<file path="config.mk">
export PLATFORM = sky130hd
export DESIGN_NAME = serial_frame_receiver_crc8_core_flat
export DESIGN_NICKNAME = d
export VERILOG_FILES = /design/src/hw/rtl/srfc_pkg.sv /design/src/hw/rtl/srfc_if.sv /design/src/hw/rtl/srfc_out_fifo.sv /design/src/hw/rtl/serial_frame_receiver_crc8_core.sv /design/src/flat_wrapper.sv
export SDC_FILE = /design/constraint.sdc
export NUM_CORES = 1
export LEC_CHECK = 0
export BUFFER_PORTS_ARGS = -buffer_cell sky130_fd_sc_hd__buf_2
export CELL_PAD_IN_SITES_DETAIL_PLACEMENT = 2
export CELL_PAD_IN_SITES_GLOBAL_PLACEMENT = 2
export CORE_MARGIN = 2
export CORE_UTILIZATION = 40
export DETAILED_ROUTE_END_ITERATION = 12
export GPL_TIMING_DRIVEN = 0
export HOLD_SLACK_MARGIN = 0.06
export PLACE_DENSITY_LB_ADDON = 0.3
export SKIP_CTS_REPAIR_TIMING = 1
export SKIP_LAST_GASP = 1
export SYNTH_ARGS = -nofsm -noshare
export SYNTH_HDL_FRONTEND = slang
export SYNTH_SLANG_ARGS = --single-unit
</file>
<file path="constraint.sdc">
create_clock -name clk -period 5.7 [get_ports clk]
set_input_delay 0.855 -clock clk [delete_from_list [all_inputs] [get_ports clk]]
set_output_delay 0.855 -clock clk [all_outputs]
set_load 0.02 [all_outputs]
</file>
<file path="src/hw/rtl/srfc_pkg.sv">
// Shared constants, result type and CRC step for the framed serial receiver.
package srfc_pkg;

  localparam int BUF_LEN = 32;
  localparam int ADDR_W  = $clog2(BUF_LEN);

  localparam logic [7:0] CRC_POLY = 8'h8C;
  localparam logic [7:0] MIN_LEN  = 8'd5;
  localparam logic [7:0] HDR_RST  = 8'd2;
  localparam logic [7:0] TMO_RST  = 8'd10;

  // Configuration port
  localparam int CFG_IDX_W  = 1;
  localparam int CFG_DATA_W = 8;
  localparam logic [CFG_IDX_W-1:0] REG_HEADER  = 1'd0;
  localparam logic [CFG_IDX_W-1:0] REG_TIMEOUT = 1'd1;

  // Result event codes
  localparam logic [1:0] EV_PAYLOAD = 2'd0;
  localparam logic [1:0] EV_CRC_ERR = 2'd1;
  localparam logic [1:0] EV_TIMEOUT = 2'd2;
  localparam logic [1:0] EV_ABORT   = 2'd3;

  typedef struct packed {
    logic [1:0]  event_res;
    logic [6:0]  command;
    logic [7:0]  msg_number;
    logic [7:0]  frame_length;
    logic [7:0]  data_byte;
    logic        has_data;
    logic        last;
    logic [15:0] crc_error_count;
  } srfc_res_t;

  // Reflected CRC register, data bits taken MSB first.
  function automatic logic [7:0] crc8_step(input logic [7:0] crc, input logic [7:0] val);
    logic [7:0] c;
    logic       fb;
    c = crc;
    for (int i = 7; i >= 0; i--) begin
      fb = val[i] ^ c[0];
      c  = {1'b0, c[7:1]} ^ (fb ? CRC_POLY : 8'h00);
    end
    return c;
  endfunction

endpackage

</file>
<file path="src/hw/rtl/srfc_if.sv">
// Valid/ready channel interfaces for receiver input and result streams.
interface srfc_in_if;
  logic       valid;
  logic       ready;
  logic       kind;
  logic [7:0] rx_byte;

  modport source (output valid, output kind, output rx_byte, input ready);
  modport sink (input valid, input kind, input rx_byte, output ready);
endinterface

interface srfc_out_if;
  logic        valid;
  logic        ready;
  logic [1:0]  event_res;
  logic [6:0]  command;
  logic [7:0]  msg_number;
  logic [7:0]  frame_length;
  logic [7:0]  data_byte;
  logic        has_data;
  logic        last;
  logic [15:0] crc_error_count;

  modport source (output valid, output event_res, output command, output msg_number,
                  output frame_length, output data_byte, output has_data, output last,
                  output crc_error_count, input ready);
  modport sink (input valid, input event_res, input command, input msg_number,
                input frame_length, input data_byte, input has_data, input last,
                input crc_error_count, output ready);
endinterface

</file>
<file path="src/hw/rtl/srfc_out_fifo.sv">
// Two-entry result queue that decouples the receiver from the result sink.
module srfc_out_fifo (
  input  logic                clk,
  input  logic                rst_n,
  input  logic                push,
  input  srfc_pkg::srfc_res_t push_res,
  output logic                can_push,
  srfc_out_if.source          out_if
);
  import srfc_pkg::*;

  srfc_res_t  ent_r [2];
  srfc_res_t  head;
  logic       wr_ptr_r, wr_ptr_nxt;
  logic       rd_ptr_r, rd_ptr_nxt;
  logic [1:0] cnt_r, cnt_nxt;
  logic       pop;

  assign pop      = out_if.valid && out_if.ready;
  assign can_push = (cnt_r != 2'd2);
  assign head     = ent_r[rd_ptr_r];

  always_comb begin
    wr_ptr_nxt = push ? ~wr_ptr_r : wr_ptr_r;
    rd_ptr_nxt = pop ? ~rd_ptr_r : rd_ptr_r;
    cnt_nxt    = cnt_r + {1'b0, push} - {1'b0, pop};
  end

  always_ff @(posedge clk) begin
    if (!rst_n) begin
      wr_ptr_r <= 1'b0;
      rd_ptr_r <= 1'b0;
      cnt_r    <= 2'd0;
    end else begin
      wr_ptr_r <= wr_ptr_nxt;
      rd_ptr_r <= rd_ptr_nxt;
      cnt_r    <= cnt_nxt;
    end
  end

  always_ff @(posedge clk) begin
    if (push) begin
      ent_r[wr_ptr_r] <= push_res;
    end
  end

  assign out_if.valid           = (cnt_r != 2'd0);
  assign out_if.event_res       = head.event_res;
  assign out_if.command         = head.command;
  assign out_if.msg_number      = head.msg_number;
  assign out_if.frame_length    = head.frame_length;
  assign out_if.data_byte       = head.data_byte;
  assign out_if.has_data        = head.has_data;
  assign out_if.last            = head.last;
  assign out_if.crc_error_count = head.crc_error_count;

endmodule

</file>
<file path="src/hw/rtl/serial_frame_receiver_crc8_core.sv">
// Framed serial receiver top level: header hunt, CRC-8 check, payload store and readout.
//
// Input channel (in_if): one request per received byte (kind 0) or timer tick (kind 1).
// Result channel (out_if): event results; an accepted frame gives one result per
// payload byte, the final one flagged by last. Configuration (cfg_*) sets the header
// byte (index 0) and the timeout reload (index 1); write only while the block is idle.
// An empty payload gives one result without data. Results are registered in the
// result queue before they show on out_if. Throughput: one request per cycle while no
// frame is being read out and the queue has room. After a CRC byte that matches, the N
// payload bytes are read through the registered read port of the payload memory,
// one per cycle while the queue has room, and in_if.ready stays low meanwhile.
// Results pass through a two-entry queue, so a request is still taken while a
// result waits; when the sink stalls and the queue is full, in_if.ready drops and
// the readout holds its place.
// Reset: registers return to header search with header 0x02 and reload 10; the
// payload memory is not cleared and needs no clearing pass, as every entry read out
// was written earlier in the same frame.
module serial_frame_receiver_crc8_core (
  input  logic                             clk,
  input  logic                             rst_n,
  srfc_in_if.sink                          in_if,
  srfc_out_if.source                       out_if,
  input  logic                             cfg_wr_en,
  input  logic [srfc_pkg::CFG_IDX_W-1:0]   cfg_index,
  input  logic [srfc_pkg::CFG_DATA_W-1:0]  cfg_wr_data
);
  import srfc_pkg::*;

  localparam logic [2:0] PH_SEARCH = 3'd0;
  localparam logic [2:0] PH_CMD    = 3'd1;
  localparam logic [2:0] PH_LEN    = 3'd2;
  localparam logic [2:0] PH_NUM    = 3'd3;
  localparam logic [2:0] PH_DATA   = 3'd4;
  localparam logic [2:0] PH_CRC    = 3'd5;
  localparam logic [2:0] PH_READ   = 3'd6;

  logic [7:0]        hdr_r, tmo_r;
  logic [2:0]        phase_r, phase_nxt;
  logic [7:0]        len_r, len_nxt;
  logic [7:0]        crc_r, crc_nxt;
  logic [6:0]        cmd_r, cmd_nxt;
  logic [7:0]        num_r, num_nxt;
  logic [ADDR_W-1:0] pidx_r, pidx_nxt;
  logic [7:0]        ticks_r, ticks_nxt;
  logic [15:0]       errs_r, errs_nxt;
  logic [ADDR_W-1:0] rd_idx_r, rd_idx_nxt;
  logic [7:0]        pay_mem_r [BUF_LEN];
  logic [7:0]        rd_data_r;

  logic      in_acc;
  logic      can_push;
  logic      push;
  logic      restart;
  logic      mem_we;
  logic      rd_last;
  logic [7:0] b;
  srfc_res_t res;

  assign b            = in_if.rx_byte;
  assign in_if.ready  = (phase_r != PH_READ) && can_push;
  assign in_acc       = in_if.valid && in_if.ready;
  assign rd_last      = ((rd_idx_r + ADDR_W'(1)) == pidx_r);

  // Configuration registers
  always_ff @(posedge clk) begin
    if (!rst_n) begin
      hdr_r <= HDR_RST;
      tmo_r <= TMO_RST;
    end else if (cfg_wr_en) begin
      unique case (cfg_index)
        REG_HEADER:  hdr_r <= cfg_wr_data;
        REG_TIMEOUT: tmo_r <= cfg_wr_data;
        default: ;
      endcase
    end
  end

  always_comb begin
    phase_nxt  = phase_r;
    len_nxt    = len_r;
    crc_nxt    = crc_r;
    cmd_nxt    = cmd_r;
    num_nxt    = num_r;
    pidx_nxt   = pidx_r;
    ticks_nxt  = ticks_r;
    errs_nxt   = errs_r;
    rd_idx_nxt = rd_idx_r;
    restart    = 1'b0;
    push       = 1'b0;
    mem_we     = 1'b0;

    res.event_res       = EV_PAYLOAD;
    res.command         = cmd_r;
    res.msg_number      = num_r;
    res.frame_length    = len_r;
    res.data_byte       = 8'd0;
    res.has_data        = 1'b0;
    res.last            = 1'b1;
    res.crc_error_count = errs_r;

    if (phase_r == PH_READ) begin
      // Stream the stored payload, one byte per queue slot.
      if (can_push) begin
        push           = 1'b1;
        res.data_byte  = rd_data_r;
        res.has_data   = 1'b1;
        res.last       = rd_last;
        rd_idx_nxt     = rd_idx_r + ADDR_W'(1);
        restart        = rd_last;
      end
    end else if (in_acc) begin
      if (in_if.kind) begin
        if (ticks_r != 8'd0) begin
          ticks_nxt = ticks_r - 8'd1;
        end else begin
          push          = 1'b1;
          res.event_res = EV_TIMEOUT;
          restart       = 1'b1;
        end
      end else begin
        ticks_nxt = tmo_r;
        unique case (phase_r)
          PH_CMD: begin
            cmd_nxt   = b[6:0];
            crc_nxt   = crc8_step(crc_r, b);
            phase_nxt = PH_LEN;
          end
          PH_LEN: begin
            if (b > 8'(BUF_LEN - 1)) begin
              push             = 1'b1;
              res.event_res    = EV_ABORT;
              res.frame_length = b;
              restart          = 1'b1;
            end else begin
              len_nxt   = b;
              crc_nxt   = crc8_step(crc_r, b);
              phase_nxt = PH_NUM;
            end
          end
          PH_NUM: begin
            num_nxt   = b;
            crc_nxt   = crc8_step(crc_r, b);
            pidx_nxt  = '0;
            phase_nxt = (len_r == MIN_LEN) ? PH_CRC : PH_DATA;
          end
          PH_DATA: begin
            mem_we = 1'b1;
            // Drop the frame once the last slot of the buffer is filled.
            if (pidx_r == ADDR_W'(BUF_LEN - 1)) begin
              push          = 1'b1;
              res.event_res = EV_ABORT;
              restart       = 1'b1;
            end else begin
              pidx_nxt = pidx_r + ADDR_W'(1);
              crc_nxt  = crc8_step(crc_r, b);
              if ((8'(pidx_r) + 8'd6) == len_r) begin
                phase_nxt = PH_CRC;
              end
            end
          end
          PH_CRC: begin
            if (crc_r == b) begin
              if (pidx_r == '0) begin
                push    = 1'b1;
                restart = 1'b1;
              end else begin
                phase_nxt  = PH_READ;
                rd_idx_nxt = '0;
              end
            end else begin
              errs_nxt            = errs_r + 16'd1;
              push                = 1'b1;
              res.event_res       = EV_CRC_ERR;
              res.crc_error_count = errs_nxt;
              restart             = 1'b1;
            end
          end
          default: begin
            // Header search; spare codes behave the same.
            if (b == hdr_r) begin
              phase_nxt = PH_CMD;
              len_nxt   = MIN_LEN;
              crc_nxt   = crc8_step(crc_r, b);
            end else begin
              phase_nxt = PH_SEARCH;
            end
          end
        endcase
      end
    end

    if (restart) begin
      phase_nxt = PH_SEARCH;
      len_nxt   = MIN_LEN;
      crc_nxt   = 8'd0;
      cmd_nxt   = 7'd0;
      pidx_nxt  = '0;
      ticks_nxt = tmo_r;
    end
  end

  always_ff @(posedge clk) begin
    if (!rst_n) begin
      phase_r  <= PH_SEARCH;
      len_r    <= MIN_LEN;
      crc_r    <= 8'd0;
      cmd_r    <= 7'd0;
      num_r    <= 8'd0;
      pidx_r   <= '0;
      ticks_r  <= TMO_RST;
      errs_r   <= 16'd0;
      rd_idx_r <= '0;
    end else begin
      phase_r  <= phase_nxt;
      len_r    <= len_nxt;
      crc_r    <= crc_nxt;
      cmd_r    <= cmd_nxt;
      num_r    <= num_nxt;
      pidx_r   <= pidx_nxt;
      ticks_r  <= ticks_nxt;
      errs_r   <= errs_nxt;
      rd_idx_r <= rd_idx_nxt;
    end
  end

  // Payload memory: one write, one registered read addressed ahead by the readout index.
  always_ff @(posedge clk) begin
    if (mem_we) begin
      pay_mem_r[pidx_r] <= b;
    end
    rd_data_r <= pay_mem_r[rd_idx_nxt];
  end

  srfc_out_fifo u_out_fifo (
    .clk      (clk),
    .rst_n    (rst_n),
    .push     (push),
    .push_res (res),
    .can_push (can_push),
    .out_if   (out_if)
  );

`ifndef SYNTH
  a_push_has_room: assert property (@(posedge clk) disable iff (!rst_n)
    push |-> can_push)
    else $error("result pushed into a full queue");

  a_read_end_search: assert property (@(posedge clk) disable iff (!rst_n)
    (phase_r == PH_READ && push && res.last) |=> phase_r == PH_SEARCH)
    else $error("readout did not return to header search");

  a_err_count_step: assert property (@(posedge clk) disable iff (!rst_n)
    (push && res.event_res == EV_CRC_ERR) |=> errs_r == $past(errs_r) + 16'd1)
    else $error("CRC error count did not advance by one");

  a_read_idx_bound: assert property (@(posedge clk) disable iff (!rst_n)
    (phase_r == PH_READ) |-> (rd_idx_r < pidx_r))
    else $error("readout index beyond stored payload");

  a_read_nonempty: assert property (@(posedge clk) disable iff (!rst_n)
    $rose(phase_r == PH_READ) |-> (pidx_r != '0 && rd_idx_r == '0))
    else $error("readout started without payload");
`endif

endmodule

</file>
<file path="src/flat_wrapper.sv">
// flat-port wrapper written by rule: the top's interface ports become plain ports
module serial_frame_receiver_crc8_core_flat import srfc_pkg::*;
  (clk, rst_n, cfg_wr_en, cfg_index, cfg_wr_data, in_if_valid, in_if_kind, in_if_rx_byte, in_if_ready, out_if_valid, out_if_event_res, out_if_command, out_if_msg_number, out_if_frame_length, out_if_data_byte, out_if_has_data, out_if_last, out_if_crc_error_count, out_if_ready);
  srfc_in_if in_if_i ();
  srfc_out_if out_if_i ();
  input  logic clk;
  input  logic rst_n;
  input  logic cfg_wr_en;
  input  logic [srfc_pkg::CFG_IDX_W-1:0] cfg_index;
  input  logic [srfc_pkg::CFG_DATA_W-1:0] cfg_wr_data;
  input wire logic [$bits(in_if_i.valid)-1:0] in_if_valid;
  input wire logic [$bits(in_if_i.kind)-1:0] in_if_kind;
  input wire logic [$bits(in_if_i.rx_byte)-1:0] in_if_rx_byte;
  output wire logic [$bits(in_if_i.ready)-1:0] in_if_ready;
  output wire logic [$bits(out_if_i.valid)-1:0] out_if_valid;
  output wire logic [$bits(out_if_i.event_res)-1:0] out_if_event_res;
  output wire logic [$bits(out_if_i.command)-1:0] out_if_command;
  output wire logic [$bits(out_if_i.msg_number)-1:0] out_if_msg_number;
  output wire logic [$bits(out_if_i.frame_length)-1:0] out_if_frame_length;
  output wire logic [$bits(out_if_i.data_byte)-1:0] out_if_data_byte;
  output wire logic [$bits(out_if_i.has_data)-1:0] out_if_has_data;
  output wire logic [$bits(out_if_i.last)-1:0] out_if_last;
  output wire logic [$bits(out_if_i.crc_error_count)-1:0] out_if_crc_error_count;
  input wire logic [$bits(out_if_i.ready)-1:0] out_if_ready;
  assign in_if_i.valid = in_if_valid;
  assign in_if_i.kind = in_if_kind;
  assign in_if_i.rx_byte = in_if_rx_byte;
  assign in_if_ready = in_if_i.ready;
  assign out_if_valid = out_if_i.valid;
  assign out_if_event_res = out_if_i.event_res;
  assign out_if_command = out_if_i.command;
  assign out_if_msg_number = out_if_i.msg_number;
  assign out_if_frame_length = out_if_i.frame_length;
  assign out_if_data_byte = out_if_i.data_byte;
  assign out_if_has_data = out_if_i.has_data;
  assign out_if_last = out_if_i.last;
  assign out_if_crc_error_count = out_if_i.crc_error_count;
  assign out_if_i.ready = out_if_ready;
  serial_frame_receiver_crc8_core u_core (.clk(clk), .rst_n(rst_n), .in_if(in_if_i), .out_if(out_if_i), .cfg_wr_en(cfg_wr_en), .cfg_index(cfg_index), .cfg_wr_data(cfg_wr_data));
endmodule
</file>
==> reports/summary.json, run 1 <==
{
  "run_status": {"value": "completed"},
  "number_of_antenna_violations_at_the_first_check_in_global_routing": {"value": 3},
  "inserted_clock_buffers": {"value": 49},
  "worst_setup_path_start_kind": {"value": "primary input"},
  "cellPowerDensity": {"value": 338, "unit": "nW/um^2"},
  "fin_crit": {"value": 4.88, "unit": "ns"},
  "synth.net_count": {"value": 1464},
  "dominantRegCellSynth": {"value": "sky130_fd_sc_hd__edfxtp_1"},
  "cap_viol_max_count": {"value": 0},
  "synth_top_family_by_area": {"value": "compound AO/OA/AOI/OAI gates"},
  "synth_enable_flop_cells": {"value": 358},
  "cp.arrival": {"value": 5.29, "unit": "ns"},
  "avgViaCountPerCell": {"value": 5.87},
  "die_h": {"value": 225, "unit": "um"},
  "wire_per_inst": {"value": 28.1, "unit": "um"},
  "timing.hold.worst_path_depth": {"value": 0},
  "pre_cts_slack": {"value": 0.414, "unit": "ns"},
  "maxSlewHeadroom": {"value": 14.5, "unit": "%"},
  "ys_warn_count": {"value": 0},
  "yosys.area.top_type": {"value": "sky130_fd_sc_hd__edfxtp_1"},
  "ys_async_sr_fraction": {"value": 0, "unit": "%"},
  "synth_seq_area_share": {"value": 64.9, "unit": "%"},
  "unrepaired_setup_endpoints_after_global_routing": {"value": "false"},
  "post_route_cells_drive_above_1_share": {"value": 19.9, "unit": "%"},
  "drt_iter0_drc": {"value": 1059},
  "dr.pass1.iters": {"value": 6},
  "cells_after_synthesis": {"value": 1428},
  "post_synth_xor_area_fraction": {"value": 3.38, "unit": "%"},
  "cts.clk_slew.worst_paths": {"value": 0.06, "unit": "ns"},
  "fin_ws": {"value": 0.824, "unit": "ns"},
  "timing.setup.critical_path_class": {"value": "in2reg"},
  "clkLatencyLatePin": {"value": 0.61, "unit": "ns"},
  "detail_route.wirelength": {"value": 62.4, "unit": "mm"},
  "fraction_of_the_mapped_netlist_area_in_compound_gates": {"value": 10.6, "unit": "%"},
  "placementRows": {"value": 81},
  "place.detailed.instances": {"value": 2126},
  "finalNetCount": {"value": 1591},
  "worst-r2r-cell-count": {"value": 8},
  "grt_max_degree": {"value": 34},
  "starting_density": {"value": 40.2, "unit": "%"},
  "cts_num_sinks": {"value": 455},
  "yosys.area_share.adder": {"value": 0.832, "unit": "%"},
  "gp_routability_congestion": {"value": 0.823},
  "final.setup.tns": {"value": 0, "unit": "ns"},
  "syn_area": {"value": 19600, "unit": "um^2"},
  "crit_required": {"value": 6.12, "unit": "ns"},
  "final_cells": {"value": 2219},
  "worst-slew-pin-transition": {"value": 1.27, "unit": "ns"},
  "ioPinCount": {"value": 76},
  "synth-seq-cells": {"value": 455},
  "fraction_of_synthesized_area_in_multiplexers": {"value": 7.85, "unit": "%"},
  "yosys.area_share.simple": {"value": 10.0, "unit": "%"},
  "io_buffers": {"value": 74},
  "die_area": {"value": 50700, "unit": "um^2"},
  "crit_fanout": {"value": 33},
  "drc": {"value": 0},
  "yosys.area.top_type_share": {"value": 55.0, "unit": "%"},
  "leakage": {"value": 0.00765, "unit": "uW"},
  "post_dp_cell_area": {"value": 20800, "unit": "um^2"},
  "coreArea": {"value": 48600, "unit": "um^2"},
  "fmax": {"value": 0.205, "unit": "GHz"},
  "final-hold-violation-count": {"value": 0},
  "grt.overflow.total": {"value": 0},
  "final-setup-viol-count": {"value": 0},
  "post_synth_most_frequent_cells": {"value": "sky130_fd_sc_hd__edfxtp_1 (358), sky130_fd_sc_hd__dfxtp_1 (97), sky130_fd_sc_hd__nand2_1 (92), sky130_fd_sc_hd__mux2_2 (90), sky130_fd_sc_hd__nor2_1 (84)"},
  "post_synth_num_cell_types": {"value": 81},
  "final_area": {"value": 22300, "unit": "um^2"},
  "post-synth-top-count-cell": {"value": "sky130_fd_sc_hd__edfxtp_1"},
  "global_route_wire_length_before_repair": {"value": 92.0, "unit": "mm"},
  "postRouteAntennaNets": {"value": 0},
  "via_count_of_the_first_global_routing_pass": {"value": 14217},
  "irDropWorstVdd": {"value": 0.276, "unit": "mV"},
  "die_w": {"value": 225, "unit": "um"},
  "tritoncts": {"value": "done"},
  "vias": {"value": 13020},
  "timing.hold.ws": {"value": 0.463, "unit": "ns"},
  "dp_hpwl": {"value": 41.5, "unit": "mm"},
  "avgSynthCellArea": {"value": 13.7, "unit": "um^2"},
  "critPathCaptureType": {"value": "flip-flop"},
  "layout_area_overhead": {"value": 14.2, "unit": "%"},
  "root_buffer": {"value": "sky130_fd_sc_hd__clkbuf_16"},
  "final.setup_skew": {"value": 0.0290, "unit": "ns"},
  "synth_area_leaders": {"value": "sky130_fd_sc_hd__edfxtp_1 (55%), sky130_fd_sc_hd__dfxtp_1 (9.9%), sky130_fd_sc_hd__mux2_2 (5.2%), sky130_fd_sc_hd__xnor2_1 (2.0%), sky130_fd_sc_hd__mux2i_1 (1.8%)"},
  "hold_path.class": {"value": "reg2reg"},
  "final.period_utilization": {"value": 85.6, "unit": "%"},
  "timing.final.max_slew_violations": {"value": 0},
  "clock_tree.htree_level_count": {"value": 2},
  "worst-r2r-setup-slack": {"value": 1.44, "unit": "ns"},
  "clock_buffer_depth": {"value": 3},
  "gr-usage-all-layers": {"value": 24.7, "unit": "%"}
}
-- final cells by class --
cell class,count,area [um^2]
clock inverter,20,121
fill,4754,26300
buffer,89,427
tap,622,778
antenna,1,2.50
multi-input combinational,871,6410
timing repair buffer,76,410
sequential,455,12700
inverter,13,48.8
clock buffer,72,1440
-- worst max-delay path, stage by stage --
cell                        delay, ns
sky130_fd_sc_hd__buf_2           0.69
sky130_fd_sc_hd__buf_2           0.42
sky130_fd_sc_hd__xnor2_1         0.18
sky130_fd_sc_hd__and4_1          0.36
sky130_fd_sc_hd__nand4_1         0.45
sky130_fd_sc_hd__nand2_1         0.50
sky130_fd_sc_hd__clkbuf_1        0.64
sky130_fd_sc_hd__nor2_1          0.27
sky130_fd_sc_hd__o2bb2ai_1       0.20
sky130_fd_sc_hd__nor4_1          0.69
-- flip-flops by register name, summed over array words and instances (netlist names), 2 cells and up, named ones only --
register	flops
u_core.hdr_r	8
u_core.tmo_r	8
u_core.crc_r	8
u_core.errs_r	16
u_core.pidx_r	5
u_core.rd_idx_r	5
u_core.ticks_r	8
u_core.phase_r	3
u_core.len_r	8
u_core.cmd_r	7
u_core.num_r	8
u_core.u_out_fifo.ent_r	102
u_core.u_out_fifo.cnt_r	2
u_core.pay_mem_r	256
u_core.rd_data_r	8
-- where the power goes --
part           switching [uW]  internal (uW)  leakage [uW]
registers                29.4           3610       0.00408
clock network            1360           1750      0.000775
logic                     504            288       0.00279
total                    1890           5650       0.00765
-- layer usage --
| layer | global-route usage (%) | vias to the layer above | share of wire (%) |
|---|---|---|---|
| li1 | - | 5737 | - |
| met1 | 30.7 | 6717 | 41 |
| met2 | 42.4 | 427 | 49 |
| met3 | 5.02 | 137 | 6.0 |
| met4 | 9.66 | 2 | 3.7 |
| met5 | 0 | - | 0.029 |
-- logic make-up (layout without fill, tap and decap cells) --
kind of cell,count (synthesis),in the layout
flops,455,455
simple gates,372,372
compound gates,275,275
mux,137,137
buf+inv,102,270
xor+xnor,74,74
fa+ha+maj,13,13
other cells,0,1
-- layout by cell type (no fill, tap or decap), drive strengths merged, types with 9 or more instances in the layout --
cell / instances
clkinv: 18
xnor2: 45
mux2i: 36
inv: 15
nor2: 85
nand2: 92
edfxtp: 358
mux2: 101
buf: 120
and3: 26
nor4: 9
nor2b: 9
o21ai: 45
clkbuf: 117
a211oi: 37
and2: 33
a221o: 20
a21oi: 39
dfxtp: 97
nand4: 11
a21boi: 33
a222oi: 19
or3: 10
nor3: 23
xor2: 28
nand3: 38
ha: 13
-- metrics by stage --
step / total power [uW] / utilization [%]
after floorplan: 4210 / -
after detailed placement: 4500 / 42.7
after CTS: 7600 / 45.9
after global routing: 7760 / 45.9
after global placement: 4480 / 42.6
final: 7540 / 45.9
-- final timing paths --
path,startpoint,to
max reg2reg,u_core.u_out_fifo.cnt_r[0],u_core.rd_data_r[6]
min,u_core.num_r[6],u_core.u_out_fifo.ent_r[0][40]
min reg2reg,u_core.num_r[6],u_core.u_out_fifo.ent_r[0][40]
max,in_if_rx_byte[4],u_core.rd_data_r[6]
Power figures use the tool's default switching activity.
==> run 2, diff against run 1 <==
--- a/config.mk
+++ b/config.mk
@@ -10,6 +10,7 @@
 export CELL_PAD_IN_SITES_GLOBAL_PLACEMENT = 2
 export CORE_MARGIN = 2
 export CORE_UTILIZATION = 40
+export CTS_BUF_LIST = sky130_fd_sc_hd__clkbuf_8
 export DETAILED_ROUTE_END_ITERATION = 12
 export GPL_TIMING_DRIVEN = 0
 export HOLD_SLACK_MARGIN = 0.06
==> reports/summary.json, run 2 (synthesis results as in run 1) <==
{
  "avgViaCountPerCell": {"value": 5.80},
  "cpPeakStageDelay": {"value": 0.73, "unit": "ns"},
  "drc": {"value": 0},
  "gp_routability_congestion": {"value": 0.823},
  "dp_hpwl": {"value": 41.5, "unit": "mm"},
  "cp.arrival": {"value": 5.29, "unit": "ns"},
  "root_buffer": {"value": "sky130_fd_sc_hd__clkbuf_8"},
  "path_delay_family": {"value": "simple AND/OR/NAND/NOR gates"},
  "cts_num_sinks": {"value": 455},
  "irDropWorstVdd": {"value": 0.182, "unit": "mV"},
  "critPathCaptureType": {"value": "flip-flop"},
  "io_buffers": {"value": 74},
  "global_route_wire_length_before_repair": {"value": 91.6, "unit": "mm"},
  "worst_setup_path_start_kind": {"value": "primary input"},
  "post_route_cells_drive_above_1_share": {"value": 20.2, "unit": "%"},
  "postRouteAntennaNets": {"value": 0},
  "leakage": {"value": 0.00771, "unit": "uW"},
  "die_area": {"value": 50700, "unit": "um^2"},
  "final_common_cell": {"value": "sky130_fd_sc_hd__edfxtp_1"},
  "largest_register_ff_count": {"value": 256},
  "clkLatencyLatePin": {"value": 0.69, "unit": "ns"},
  "timing.final.max_slew_violations": {"value": 0},
  "combPwrFrac": {"value": 10.9, "unit": "%"},
  "power.total": {"value": 7220, "unit": "uW"},
  "starting_density": {"value": 40.2, "unit": "%"},
  "largest_registers": {"value": "u_core.pay_mem_r (256), u_core.u_out_fifo.ent_r (102), u_core.errs_r (16)"},
  "tritoncts": {"value": "done"},
  "antennaDiodeCount": {"value": 0},
  "ioPinCount": {"value": 76},
  "vias": {"value": 13154},
  "die_w": {"value": 225, "unit": "um"},
  "sw_frac_of_total": {"value": 26.4, "unit": "%"},
  "final-setup-viol-count": {"value": 0},
  "crit_required": {"value": 6.17, "unit": "ns"},
  "final-hold-violation-count": {"value": 0},
  "fmax": {"value": 0.207, "unit": "GHz"},
  "most-common-layout-cells": {"value": "sky130_fd_sc_hd__edfxtp_1 (358), sky130_fd_sc_hd__buf_2 (100), sky130_fd_sc_hd__dfxtp_1 (97)"},
  "wire_per_inst": {"value": 27.2, "unit": "um"},
  "seq_power_share": {"value": 50.4, "unit": "%"},
  "cell_by_cell_listing_of_the_critical_path": {"value": "buf_2 -> buf_2 -> xnor2_1 -> and4_1 -> nand4_1 -> nand2_1 -> clkbuf_1 -> nor2_1 -> o2bb2ai_1 -> nor4_1"},
  "timing.setup.critical_path_class": {"value": "in2reg"},
  "power_internal": {"value": 5310, "unit": "uW"},
  "coreArea": {"value": 48600, "unit": "um^2"},
  "final_core_util": {"value": 45.6, "unit": "%"},
  "via_count_of_the_first_global_routing_pass": {"value": 14408},
  "worst-slew-pin-transition": {"value": 1.20, "unit": "ns"},
  "gr-usage-all-layers": {"value": 24.7, "unit": "%"},
  "clock_tree.htree_level_count": {"value": 3},
  "final.period_utilization": {"value": 84.7, "unit": "%"},
  "placementRows": {"value": 81},
  "grt.overflow.total": {"value": 0},
  "timing.critical_path.slowest_stage_cell": {"value": "sky130_fd_sc_hd__nor4_1"},
  "clock_buffer_depth": {"value": 3},
  "net_switching_component_of_the_power": {"value": 1910, "unit": "uW"},
  "cts.clk_slew.worst_paths": {"value": 0.06, "unit": "ns"},
  "hold_path.class": {"value": "reg2reg"},
  "drt_iter0_drc": {"value": 977},
  "maxSlewHeadroom": {"value": 19.2, "unit": "%"},
  "clock_power_share": {"value": 38.7, "unit": "%"},
  "detail_route.wirelength": {"value": 61.6, "unit": "mm"},
  "final.setup_skew": {"value": 0.0551, "unit": "ns"},
  "finalNetCount": {"value": 1619},
  "number_of_antenna_violations_at_the_first_check_in_global_routing": {"value": 2},
  "cap_viol_max_count": {"value": 0},
  "dr.pass1.iters": {"value": 7},
  "crit_fanout": {"value": 33},
  "fin_crit": {"value": 4.83, "unit": "ns"},
  "largest_register_by_flop_count": {"value": "u_core.pay_mem_r"},
  "critPathBufInv": {"value": 3},
  "layout_area_overhead": {"value": 13.5, "unit": "%"},
  "unrepaired_setup_endpoints_after_global_routing": {"value": "false"},
  "cellPowerDensity": {"value": 325, "unit": "nW/um^2"},
  "grt_max_degree": {"value": 34},
  "crit_top_cell": {"value": "sky130_fd_sc_hd__buf_2"},
  "run_status": {"value": "completed"},
  "inserted_clock_buffers": {"value": 77},
  "die_h": {"value": 225, "unit": "um"},
  "n_fill_cell": {"value": 4807}
}
-- run 2: changes by cell type in the layout (fill, tap and decap cells not counted), sizes merged --
cell,change
clkinvlp,+3
clkinv,+1
clkbuf,+9
bufinv,+2
inv,+35
diode,-1
-- run 2: worst reg2reg max path, stage by stage, from the launching register on --
cell and delay, ns:
sky130_fd_sc_hd__dfxtp_1 0.42, sky130_fd_sc_hd__or2b_1 0.32, sky130_fd_sc_hd__clkbuf_1 0.49, sky130_fd_sc_hd__nand3_1 0.49
sky130_fd_sc_hd__a21oi_2 0.60, sky130_fd_sc_hd__clkbuf_1 0.58, sky130_fd_sc_hd__a222oi_1 0.26, sky130_fd_sc_hd__o2bb2ai_1 0.19
sky130_fd_sc_hd__nor4_1 0.73
-- run 2: through the flow --
stage                     setup WS (ns)  TNS, ns  cells  hold WS (ns)  cell area, um^2
after floorplan                    1.02        0   1428         0.425            19600
after global placement            -1.63  -154.34   2124         0.434            20700
after detailed placement          0.414        0   2126         0.443            20800
after CTS                          1.14        0   2268         0.409            22200
after global routing              0.836        0   2268         0.457            22200
final                             0.873        0   2268         0.454            22200
-- run 2: worst paths after layout --
kind | slack (ns) | cells after the start | start | to
min reg2reg | 0.45 | 0 | u_core.num_r[6] | u_core.u_out_fifo.ent_r[1][40]
max reg2reg | 1.43 | 8 | u_core.u_out_fifo.cnt_r[0] | u_core.rd_data_r[6]
min | 0.45 | 0 | u_core.num_r[6] | u_core.u_out_fifo.ent_r[1][40]
max | 0.87 | 10 | in_if_rx_byte[4] | u_core.rd_data_r[6]
-- run 2: area by class of cell --
class	instances	area, um^2	area share [%]
Timing Repair Buffer	76	410	1.85
Tap cell	622	778	3.51
Sequential cell	455	12700	57.2
Buffer	89	427	1.92
Inverter	13	48.8	0.220
Clock buffer	81	1110	5.02
Multi-Input combinational cell	871	6410	28.9
Clock inverter	61	318	1.43
-- run 2: power by group through the flow --
stage	Combinational, uW	Clock, uW	Sequential (uW)
2_1_floorplan	512	0	3700
3_3_place_gp	771	0	3710
3_5_place_dp	796	0	3710
4_1_cts	801	2860	3640
5_1_grt	849	2990	3640
6_report	789	2790	3640
-- run 2: layer usage --
metal	vias up	share of wire, %	global-route usage, %
li1	5818	-	-
met1	6729	41	30.4
met2	461	49	41.6
met3	144	6.8	6.26
met4	2	3.6	9.87
met5	-	0.029	0
